**src/rtl/sqt_pkg.sv**
```systemverilog
// shared types, constants and helpers of the search query tokenizer
package sqt_pkg;

  localparam int MAX_RESULTS = 8;
  localparam int CNT_W       = $clog2(MAX_RESULTS + 1);
  localparam int SLOT_W      = $clog2(MAX_RESULTS);

  localparam logic [7:0]  QUOTE_CH  = 8'h22;
  localparam logic [7:0]  BAR_CH    = 8'h7C;
  localparam logic [15:0] LEN_RESET = 16'd4096;

  localparam int AND_LEN = 5;
  localparam int OR_LEN  = 4;
  // " AND " and " OR "
  localparam logic [7:0] AND_TXT [AND_LEN] = '{8'h20, 8'h41, 8'h4E, 8'h44, 8'h20};
  localparam logic [7:0] OR_TXT  [OR_LEN]  = '{8'h20, 8'h4F, 8'h52, 8'h20};

  typedef enum logic [1:0] {
    MODE_GAP    = 2'd0,
    MODE_WORD   = 2'd1,
    MODE_PHRASE = 2'd2,
    MODE_QPEND  = 2'd3
  } lex_mode_t;

  typedef enum logic [1:0] {
    ST_OK       = 2'd0,
    ST_EMPTY    = 2'd1,
    ST_UNCLOSED = 2'd2
  } status_t;

  typedef struct packed {
    logic [7:0] out_byte;
    logic       byte_valid;
    logic       query_done;
    logic [1:0] status;
  } result_t;

  // results caused by one accepted item, slot 0 goes out first
  typedef struct packed {
    result_t [MAX_RESULTS-1:0] entry;
    logic    [CNT_W-1:0]       count;
  } burst_t;

  function automatic logic is_blank(input logic [7:0] c);
    return (c == 8'h20) || ((c >= 8'h09) && (c <= 8'h0D));
  endfunction

  function automatic result_t mk_byte(input logic [7:0] b);
    result_t r;
    r.out_byte   = b;
    r.byte_valid = 1'b1;
    r.query_done = 1'b0;
    r.status     = ST_OK;
    return r;
  endfunction

  function automatic result_t mk_final(input status_t st);
    result_t r;
    r.out_byte   = 8'h00;
    r.byte_valid = 1'b0;
    r.query_done = 1'b1;
    r.status     = st;
    return r;
  endfunction

endpackage

```
**src/rtl/sqt_ifs.sv**
```systemverilog
// channel interfaces of the search query tokenizer

interface sqt_in_if;
  logic       valid;
  logic       ready;
  logic       action;
  logic [7:0] in_byte;
  modport source (output valid, action, in_byte, input ready);
  modport sink   (input valid, action, in_byte, output ready);
endinterface

interface sqt_out_if;
  logic       valid;
  logic       ready;
  logic [7:0] out_byte;
  logic       byte_valid;
  logic       query_done;
  logic [1:0] status;
  modport source (output valid, out_byte, byte_valid, query_done, status, input ready);
  modport sink   (input valid, out_byte, byte_valid, query_done, status, output ready);
endinterface

interface sqt_cfg_if;
  logic        valid;
  logic        ready;
  logic [15:0] max_query_len;
  modport source (output valid, max_query_len, input ready);
  modport sink   (input valid, max_query_len, output ready);
endinterface

```
**src/rtl/sqt_lexer.sv**
```systemverilog
// lexer state, length limit register and per-item result builder
module sqt_lexer import sqt_pkg::*; (
  input  logic          clk,
  input  logic          rst_n,
  sqt_cfg_if.sink       cfg_ch,
  input  logic          take,
  input  logic          action,
  input  logic [7:0]    in_byte,
  output burst_t        burst
);

  logic [15:0] max_len_r;
  lex_mode_t   mode_r, mode_nxt;
  logic        need_and_r, need_and_nxt;
  logic        seen_r, seen_nxt;
  logic [15:0] kept_r, kept_nxt;

  // emission plan
  logic       close_q, or_t, and_t, open_q, chr, fin;
  status_t    st;
  logic       go_out, was_word;
  logic [CNT_W-1:0] n;

  assign cfg_ch.ready = 1'b1;

  always_ff @(posedge clk) begin
    if (!rst_n) begin
      max_len_r  <= LEN_RESET;
      mode_r     <= MODE_GAP;
      need_and_r <= 1'b0;
      seen_r     <= 1'b0;
      kept_r     <= '0;
    end else begin
      if (cfg_ch.valid) begin
        max_len_r <= cfg_ch.max_query_len;
      end
      mode_r     <= mode_nxt;
      need_and_r <= need_and_nxt;
      seen_r     <= seen_nxt;
      kept_r     <= kept_nxt;
    end
  end

  // next state and emission plan
  always_comb begin
    mode_nxt     = mode_r;
    need_and_nxt = need_and_r;
    seen_nxt     = seen_r;
    kept_nxt     = kept_r;
    close_q      = 1'b0;
    or_t         = 1'b0;
    and_t        = 1'b0;
    open_q       = 1'b0;
    chr          = 1'b0;
    fin          = 1'b0;
    st           = ST_OK;
    go_out       = 1'b0;
    was_word     = 1'b0;
    if (take) begin
      if (action) begin
        fin = 1'b1;
        if (!seen_r) begin
          st = ST_EMPTY;
        end else if (mode_r == MODE_PHRASE) begin
          st = ST_UNCLOSED;
        end else if (mode_r inside {MODE_QPEND, MODE_WORD}) begin
          close_q = 1'b1;
        end
        mode_nxt     = MODE_GAP;
        need_and_nxt = 1'b0;
        seen_nxt     = 1'b0;
        kept_nxt     = '0;
      end else if (!((!seen_r && is_blank(in_byte)) || (kept_r >= max_len_r))) begin
        seen_nxt = 1'b1;
        kept_nxt = kept_r + 16'd1;
        case (mode_r)
          MODE_PHRASE: begin
            if (in_byte == QUOTE_CH) begin
              mode_nxt = MODE_QPEND;
            end else begin
              chr = 1'b1;
            end
          end
          MODE_QPEND: begin
            close_q = 1'b1;
            if (in_byte == QUOTE_CH) begin
              // doubled quote stays doubled inside the phrase
              chr      = 1'b1;
              mode_nxt = MODE_PHRASE;
            end else begin
              go_out = 1'b1;
            end
          end
          default: begin
            go_out   = 1'b1;
            was_word = (mode_r == MODE_WORD);
          end
        endcase
        if (go_out) begin
          if (in_byte == QUOTE_CH) begin
            close_q      = close_q | was_word;
            and_t        = need_and_r;
            open_q       = 1'b1;
            need_and_nxt = 1'b1;
            mode_nxt     = MODE_PHRASE;
          end else if (in_byte == BAR_CH) begin
            close_q      = close_q | was_word;
            or_t         = 1'b1;
            need_and_nxt = 1'b0;
            mode_nxt     = MODE_GAP;
          end else if (is_blank(in_byte)) begin
            close_q  = close_q | was_word;
            mode_nxt = MODE_GAP;
          end else begin
            if (!was_word) begin
              and_t        = need_and_r;
              open_q       = 1'b1;
              need_and_nxt = 1'b1;
            end
            mode_nxt = MODE_WORD;
            chr      = 1'b1;
          end
        end
      end
    end
  end

  // lay out the planned results in emission order
  always_comb begin
    burst.entry = '0;
    n = '0;
    if (close_q) begin
      burst.entry[n[SLOT_W-1:0]] = mk_byte(QUOTE_CH);
      n = n + CNT_W'(1);
    end
    if (or_t) begin
      for (int k = 0; k < OR_LEN; k++) begin
        burst.entry[n[SLOT_W-1:0]] = mk_byte(OR_TXT[k]);
        n = n + CNT_W'(1);
      end
    end
    if (and_t) begin
      for (int k = 0; k < AND_LEN; k++) begin
        burst.entry[n[SLOT_W-1:0]] = mk_byte(AND_TXT[k]);
        n = n + CNT_W'(1);
      end
    end
    if (open_q) begin
      burst.entry[n[SLOT_W-1:0]] = mk_byte(QUOTE_CH);
      n = n + CNT_W'(1);
    end
    if (chr) begin
      burst.entry[n[SLOT_W-1:0]] = mk_byte(in_byte);
      n = n + CNT_W'(1);
    end
    if (fin) begin
      burst.entry[n[SLOT_W-1:0]] = mk_final(st);
      n = n + CNT_W'(1);
    end
    burst.count = n;
  end

endmodule

```
**src/rtl/sqt_emitter.sv**
```systemverilog
// result buffer that drains one result per cycle onto the output channel while out_ch is ready
module sqt_emitter import sqt_pkg::*; (
  input  logic     clk,
  input  logic     rst_n,
  input  logic     load,
  input  burst_t   burst,
  output logic     ld_ok,
  sqt_out_if.source out_ch
);

  result_t          slot_r [MAX_RESULTS];
  logic [CNT_W-1:0] cnt_r, cnt_nxt;
  logic             pop, fill;

  assign pop   = out_ch.valid && out_ch.ready;
  assign ld_ok = (cnt_r == '0) || ((cnt_r == CNT_W'(1)) && out_ch.ready);
  assign fill  = load && (burst.count != '0);

  always_comb begin
    cnt_nxt = cnt_r;
    if (fill) begin
      cnt_nxt = burst.count;
    end else if (pop) begin
      cnt_nxt = cnt_r - CNT_W'(1);
    end
  end

  always_ff @(posedge clk) begin
    if (!rst_n) begin
      cnt_r <= '0;
    end else begin
      cnt_r <= cnt_nxt;
    end
  end

  always_ff @(posedge clk) begin
    if (fill) begin
      for (int i = 0; i < MAX_RESULTS; i++) begin
        slot_r[i] <= burst.entry[i];
      end
    end else if (pop) begin
      for (int i = 0; i < MAX_RESULTS - 1; i++) begin
        slot_r[i] <= slot_r[i+1];
      end
    end
  end

  assign out_ch.valid      = (cnt_r != '0);
  assign out_ch.out_byte   = slot_r[0].out_byte;
  assign out_ch.byte_valid = slot_r[0].byte_valid;
  assign out_ch.query_done = slot_r[0].query_done;
  assign out_ch.status     = slot_r[0].status;

  a_fill_when_free: assert property (@(posedge clk) disable iff (!rst_n)
    fill |-> (cnt_r == '0) || ((cnt_r == CNT_W'(1)) && pop))
    else $error("result buffer reloaded while results still pending");

  a_cnt_bound: assert property (@(posedge clk) disable iff (!rst_n)
    cnt_r <= CNT_W'(MAX_RESULTS))
    else $error("result count beyond buffer depth");

  a_drain_step: assert property (@(posedge clk) disable iff (!rst_n)
    (pop && !fill && (cnt_r > CNT_W'(1))) |=> (cnt_r == $past(cnt_r) - CNT_W'(1)))
    else $error("result buffer did not drain by one");

  a_kind: assert property (@(posedge clk) disable iff (!rst_n)
    out_ch.valid |-> (out_ch.byte_valid != out_ch.query_done)
                     && (out_ch.query_done || (out_ch.status == ST_OK)))
    else $error("result is neither a plain byte nor a final status");

endmodule

```
**src/rtl/search_query_tokenizer.sv**
```systemverilog
// top level of the streaming search query tokenizer
//
// in_ch carries one query byte (action 0) or an end marker (action 1) per item.
// out_ch carries the rewritten query one byte per item; the end marker yields
// a final item with query_done set and a status (ok, empty, unclosed quote).
// On a non-ok status the bytes already sent for that query are to be dropped.
// cfg_ch writes max_query_len and is always ready; the user must write it only
// while the block is idle; the block itself does not enforce this.
// Latency: the first result of an item is offered the cycle after acceptance.
// Throughput: one item per cycle while each item yields at most one result and
// out_ch is ready. An item yielding k results (up to 8, e.g. a closing quote
// plus " AND ", the opening quote and the byte) holds in_ch until the last of
// them is taken; the result buffer drains one per cycle while out_ch is ready.
// Items yielding nothing (skipped blanks, bytes past the limit) load nothing.
//
// Reset (rst_n low, synchronous): limit back to 4096, lexer between terms,
// result buffer empty. When out_ch stalls, the buffered results hold and
// in_ch.ready stays low until the last of them is being taken.
module search_query_tokenizer import sqt_pkg::*; (
  input  logic      clk,
  input  logic      rst_n,
  sqt_in_if.sink    in_ch,
  sqt_out_if.source out_ch,
  sqt_cfg_if.sink   cfg_ch
);

  logic   take;
  logic   ld_ok;
  burst_t burst;

  // input is taken whenever the buffer is empty or its last result leaves now
  assign in_ch.ready = ld_ok;
  assign take        = in_ch.valid && ld_ok;

  // lexer: state update and result layout for the accepted item
  sqt_lexer u_lexer (
    .clk     (clk),
    .rst_n   (rst_n),
    .cfg_ch  (cfg_ch),
    .take    (take),
    .action  (in_ch.action),
    .in_byte (in_ch.in_byte),
    .burst   (burst)
  );

  // emitter: registered result buffer feeding out_ch
  sqt_emitter u_emitter (
    .clk    (clk),
    .rst_n  (rst_n),
    .load   (take),
    .burst  (burst),
    .ld_ok  (ld_ok),
    .out_ch (out_ch)
  );

endmodule
```
**src/flat_wrapper.sv**
```systemverilog
// flat-port wrapper written by rule: the top's interface ports become plain ports
module search_query_tokenizer_flat import sqt_pkg::*;
  (clk, rst_n, in_ch_valid, in_ch_action, in_ch_in_byte, in_ch_ready, out_ch_valid, out_ch_out_byte, out_ch_byte_valid, out_ch_query_done, out_ch_status, out_ch_ready, cfg_ch_valid, cfg_ch_max_query_len, cfg_ch_ready);
  sqt_in_if in_ch_i ();
  sqt_out_if out_ch_i ();
  sqt_cfg_if cfg_ch_i ();
  input  logic clk;
  input  logic rst_n;
  input wire logic [$bits(in_ch_i.valid)-1:0] in_ch_valid;
  input wire logic [$bits(in_ch_i.action)-1:0] in_ch_action;
  input wire logic [$bits(in_ch_i.in_byte)-1:0] in_ch_in_byte;
  output wire logic [$bits(in_ch_i.ready)-1:0] in_ch_ready;
  output wire logic [$bits(out_ch_i.valid)-1:0] out_ch_valid;
  output wire logic [$bits(out_ch_i.out_byte)-1:0] out_ch_out_byte;
  output wire logic [$bits(out_ch_i.byte_valid)-1:0] out_ch_byte_valid;
  output wire logic [$bits(out_ch_i.query_done)-1:0] out_ch_query_done;
  output wire logic [$bits(out_ch_i.status)-1:0] out_ch_status;
  input wire logic [$bits(out_ch_i.ready)-1:0] out_ch_ready;
  input wire logic [$bits(cfg_ch_i.valid)-1:0] cfg_ch_valid;
  input wire logic [$bits(cfg_ch_i.max_query_len)-1:0] cfg_ch_max_query_len;
  output wire logic [$bits(cfg_ch_i.ready)-1:0] cfg_ch_ready;
  assign in_ch_i.valid = in_ch_valid;
  assign in_ch_i.action = in_ch_action;
  assign in_ch_i.in_byte = in_ch_in_byte;
  assign in_ch_ready = in_ch_i.ready;
  assign out_ch_valid = out_ch_i.valid;
  assign out_ch_out_byte = out_ch_i.out_byte;
  assign out_ch_byte_valid = out_ch_i.byte_valid;
  assign out_ch_query_done = out_ch_i.query_done;
  assign out_ch_status = out_ch_i.status;
  assign out_ch_i.ready = out_ch_ready;
  assign cfg_ch_i.valid = cfg_ch_valid;
  assign cfg_ch_i.max_query_len = cfg_ch_max_query_len;
  assign cfg_ch_ready = cfg_ch_i.ready;
  search_query_tokenizer u_core (.clk(clk), .rst_n(rst_n), .in_ch(in_ch_i), .out_ch(out_ch_i), .cfg_ch(cfg_ch_i));
endmodule
```
**config.mk**
```make
export PLATFORM = sky130hd
export DESIGN_NAME = search_query_tokenizer_flat
export DESIGN_NICKNAME = d
export VERILOG_FILES = /design/src/rtl/sqt_pkg.sv /design/src/rtl/sqt_ifs.sv /design/src/rtl/sqt_lexer.sv /design/src/rtl/sqt_emitter.sv /design/src/rtl/search_query_tokenizer.sv /design/src/flat_wrapper.sv
export SDC_FILE = /design/constraint.sdc
export NUM_CORES = 1
export LEC_CHECK = 0
export ABC_AREA = 0
export BUFFER_PORTS_ARGS = -buffer_cell sky130_fd_sc_hd__buf_2
export CAP_MARGIN = 20
export CORE_MARGIN = 2
export CORE_UTILIZATION = 35
export DETAILED_ROUTE_END_ITERATION = 6
export GPL_ROUTABILITY_DRIVEN = 0
export SYNTH_ARGS = -nofsm -noshare
export SYNTH_HDL_FRONTEND = slang
export SYNTH_SLANG_ARGS = --single-unit
```
**constraint.sdc**
```tcl
create_clock -name clk -period 8.8 [get_ports clk]
set_input_delay 0.88 -clock clk [delete_from_list [all_inputs] [get_ports clk]]
set_output_delay 0.88 -clock clk [all_outputs]
set_load 0.01 [all_outputs]
```
* After elaboration in Yosys (flattened, before gate mapping)
Memories as Yosys holds them, arrays and structs flattened.
Cells that the tools add are included.
** Word-level totals
- Bits in registers :: 40
- Bits in writable memories :: 96
- Input bits :: 30
- Output and inout port bits :: 15
- Word-level logic and storage cells :: 263
- Memories kept :: 1
** Cells by class
- Add/subtract/negate cells :: 14
- $lt $le $gt $ge :: 27
- Equal/unequal tests :: 12
- Multiplexer cells :: 132
- Bitwise logic cells :: 38
- Reduce and logical (&&, ||, !) cells :: 33
** Memory list
- u_core.u_emitter.slot_r :: depth 8, bits a word 12, read ports 8, clocked after Yosys merged registers in 0, write ports 8, RTL line sqt_emitter.sv:11 : result_t slot_r [MAX_RESULTS];
** Operators with widths (count)
- $mux 96 :: 5
- $demux 12 s3 :: 12
- $not 80->80 :: 4
- $and 80x80->80 :: 3
- $mux 12 :: 19
- $and 72x72->72 :: 3
- $not 72->72 :: 3
- $bwmux 96 :: 2
- $and 8x80->80 :: 1
- $or 24x24->24 :: 3
- $mux 1 :: 71
- $and 64x64->64 :: 1
- $not 64->64 :: 1
- $and 56x56->56 :: 1
- $not 56->56 :: 1
- $add 4x1->4 const B :: 12
- $and 48x48->48 :: 1
- $lt 3x4->1 const B :: 12
- $not 48->48 :: 1
- $or 16x16->16 :: 3
- $or 48x48->48 :: 1
- $or 40x40->40 :: 1
- $ge 3x1->1 const B :: 12
- $mux 16 :: 2
- 30 further kinds :: 81

* Logic depth before layout (Yosys ltp)
- Word-level depth :: 40
- Depth in mapped cells :: 25

* Cells and area by module
A second synthesis with hierarchy kept.
** Unflattened totals
- Cells, all modules :: 805
- Area, all modules :: 8569.5 um2
** By module, submodules not included
- sqt_emitter :: times used 1, cells each 258, area each 4561.9 um2
- sqt_lexer :: times used 1, cells each 546, area each 4001.3 um2
- search_query_tokenizer :: times used 1, cells each 1, area each 6.3 um2

* Least setup slack after synthesis
No wires, ideal clock.
- Path type :: input port to flip-flop
- From :: input port in_ch_in_byte[2]
- To :: memory u_core.u_emitter.slot_r[0][0] in the netlist's numbering, enable pin
- Setup time :: 823 ps
- Data arrival time :: 6926 ps
- Required time :: 7977 ps
- Setup slack :: 1051 ps
- Stages :: 22
- Path buffers :: 6
- Path through :: buf_2 > or3_1 > nand4_1 > o2111a_1 > and3_1 > clkbuf_1 > and3_1 > clkbuf_1 > inv_1 > clkbuf_1 > ha_1 > clkbuf_1 > xnor2_1 > ha_1 > a22oi_1 > o2bb2ai_2 > ha_1 > or4_1 > o311a_4 > nor3_4 > buf_4 > nand2_1
** RTL lines
- from (decl) :: RTL line flat_wrapper.sv:11 : input wire logic [$bits(in_ch_i.in_byte)-1:0] in_ch_in_byte;
- to (decl) :: RTL line sqt_emitter.sv:11

==> metrics.cfg <==
[setup_path]
crit_chain=inv_1, ha_1, nand2b_1, a2111o_1, a32oi_1, and3_1, and3_1, inv_1, ha_1, inv_1, nor2_1, o21ai_0, nor4b_2, o2111ai_2, o21a_1, xnor2_2, nor3_4, nand2_4, buf_4
crit_arrival_ps=7520
critPathTopFamily=simple AND/OR/NAND/NOR gates
max_stage_delay_ps=800
cp-start-kind=flip-flop
crit_type=flip-flop to flip-flop
critPathRequiredTime_ps=8830
cp-end-kind=flip-flop
critPathBufInv=4
cp_max_fo=84
worst_path_most_repeated_cell=inv_1
slowest_stage=buf_4

[timing]
setup_viol=0
max_freq_mhz=134
setup_tns_ps=0
min_period_ps=7490
relSlewSlack=0.241
clock_skew_ps=10.8
rsz0062_at_grt=no
report.final.hold_viol_count=0
period_share=0.851
slew_violations=0
worstMarginPinSlew_ps=1130

[layout]
final_common_cell=edfxtp_1
diodes=0
nets=891
fillers=2347
final_cell_mix=96 x edfxtp_1, 60 x nand2_1, 56 x inv_1
utilization=0.398
syn2layout_area_growth_pct=11.5
drive_gt1_frac=0.167

[clocking]
cts_buffers=17
root_buffer=clkbuf_16
cts.sinks=136
cts_tree=yes
insertion_delay_ps=420
cts_setup_buffers=0
htree_levels=4
cts.path.max_buffers=2
cts_resized=0
cts-hold-fix-buffers=0
clkSlewWorstSetupHoldPaths_ps=60

[global_route]
grt_pass1_vias=5798
grtUsageTotal=0.164
antenna_found_initial=0
grt.overflow.total=0
grt_pass1_wl_microns=32800
grt_max_degree=85

[yosys]
netlist.area_leader.share=0.343
yosysWarnings=0
synth_top_cell_by_area=edfxtp_1
yosysSeqAreaShare=0.438
synth_seq_cells=136
async_reset_ff_frac=0
synth_area_sq_um=8410
syn-mean-instance-area_sq_um=10.3
synthFlopType=edfxtp_1
synth_edf_count=96
syn_inst=816
yosysUniqueCellTypes=86
yosys-top-cells-area=edfxtp_1 34%, dfxtp_1 9.5%, mux2i_1 5.0%, mux2_4 4.8%, ha_1 4.8%

[worst_hold_path]
holdCritPathClass=flip-flop to flip-flop

[die]
rows=56
die_h_microns=159
coreArea_sq_um=23500
die_w_microns=159
start_util=0.357
io_pins=45
dieArea_sq_um=25300

[routing]
vias_per_cell=5.37
drtAntennaViolNets=0
drtIter0Drc=583
wl_microns=20600
num_vias=6233
wl_per_cell_microns=17.7
drcViolationCount=0
first_pass_iters=5

[flow_run]
drv_cap=0

[status]
status=completed

[power_and_ir_drop]
vdd_drop_max_mv=0.251
finalPower_mw=2.88
p_leak_nw=3.84
powerDensity_nw_per_um2=307

[place]
dpl.hpwl_microns=14700
port-buffer-count=43

-- worst paths after layout --
path                                             start                                         to  slack, ps  depth (start not counted)
max              u_core.u_lexer.kept_r[0]$_SDFFE_PN0P_   u_core.u_emitter.slot_r[0][15]$_DFFE_PP_       1310                         19
min          u_core.u_lexer.max_len_r[12]$_SDFFE_PN1P_  u_core.u_lexer.max_len_r[12]$_SDFFE_PN1P_        500                          2
max reg2reg      u_core.u_lexer.kept_r[0]$_SDFFE_PN0P_   u_core.u_emitter.slot_r[0][15]$_DFFE_PP_       1310                         19
min reg2reg  u_core.u_lexer.max_len_r[12]$_SDFFE_PN1P_  u_core.u_lexer.max_len_r[12]$_SDFFE_PN1P_        500                          2
-- logic make-up (layout without fill, tap and decap cells) --
logic type	count (synthesis)	count (layout)	share of synthesized area
other cells	2	4	0.000893
simple gates	259	259	0.167
fa+ha+maj	32	32	0.0476
buf+inv	112	136	0.0622
mux	87	87	0.122
compound gates	181	181	0.154
flops	136	136	0.438
xor+xnor	7	7	0.00818
-- worst reg2reg max path: cells and delay by family (launching register included) --
kind	cells	cell delay, ps
xor+xnor	1	390
simple gates	7	2320
flops	1	380
buf+inv	4	1490
compound gates	5	1560
fa+ha+maj	2	870
-- per-stage QoR --
| stage | instances | hold WS, ps | setup WS, ps | area [sq um] |
|---|---|---|---|---|
| after floorplan | 818 | 461 | 1050 | 8420 |
| after global placement | 1129 | 489 | 1460 | 8780 |
| after detailed placement | 1129 | 496 | 1300 | 8780 |
| after CTS | 1161 | 505 | 1410 | 9380 |
| after global routing | 1161 | 534 | 832 | 9380 |
| final | 1161 | 504 | 1310 | 9380 |
-- synthesized netlist by cell type, drive strengths merged, types with 4 or more instances --
cell	instances
o21ai	42
nor3b	4
xnor2	6
and2	18
nor2b	20
dfxtp	40
o21a	5
nor3	17
a21o	5
o2111ai	5
nand2	62
or3	6
clkbuf	27
a22o	16
a22oi	6
o221a	6
nand3	24
and3	10
a21oi	39
mux2i	42
nand2b	9
a211oi	7
nor2	52
o221ai	4
buf	29
nand4	12
ha	32
o2bb2ai	4
inv	56
o211ai	7
nor4	6
edfxtp	96
a21boi	9
mux2	45
-- state kept, by name (all words and copies together), names as in the netlist --
name                       cells
u_core.u_lexer.mode_r          2
u_core.u_lexer.kept_r         16
u_core.u_emitter.slot_r       96
u_core.u_lexer.need_and_r      1
u_core.u_lexer.max_len_r      16
u_core.u_emitter.cnt_r         4
u_core.u_lexer.seen_r          1
-- metal layers --
metal	GRT usage	vias up	share of wire
met1	0.242	2936	0.48
met2	0.239	241	0.43
li1	-	3016	-
met3	0.0328	40	0.065
met4	0.0541	0	0.024
met5	0	-	0
-- power breakdown --
part,internal (mW),switching (mW),total [mW]
logic,0.361,0.621,0.982
registers,1.08,0.0867,1.16
clock network,0.449,0.283,0.732
-- layout make-up --
cell class              count  area (sq um)  area share
flip-flops and latches    136          3680       0.393
multi-input cells         570          4220       0.450
well taps                 319           399      0.0426
clock inverters            13           168      0.0179
clock buffers              19           433      0.0462
repair buffers             48           265      0.0283
inverters                  56           210      0.0224
No activity file was read; power rests on OpenSTA's default activity.
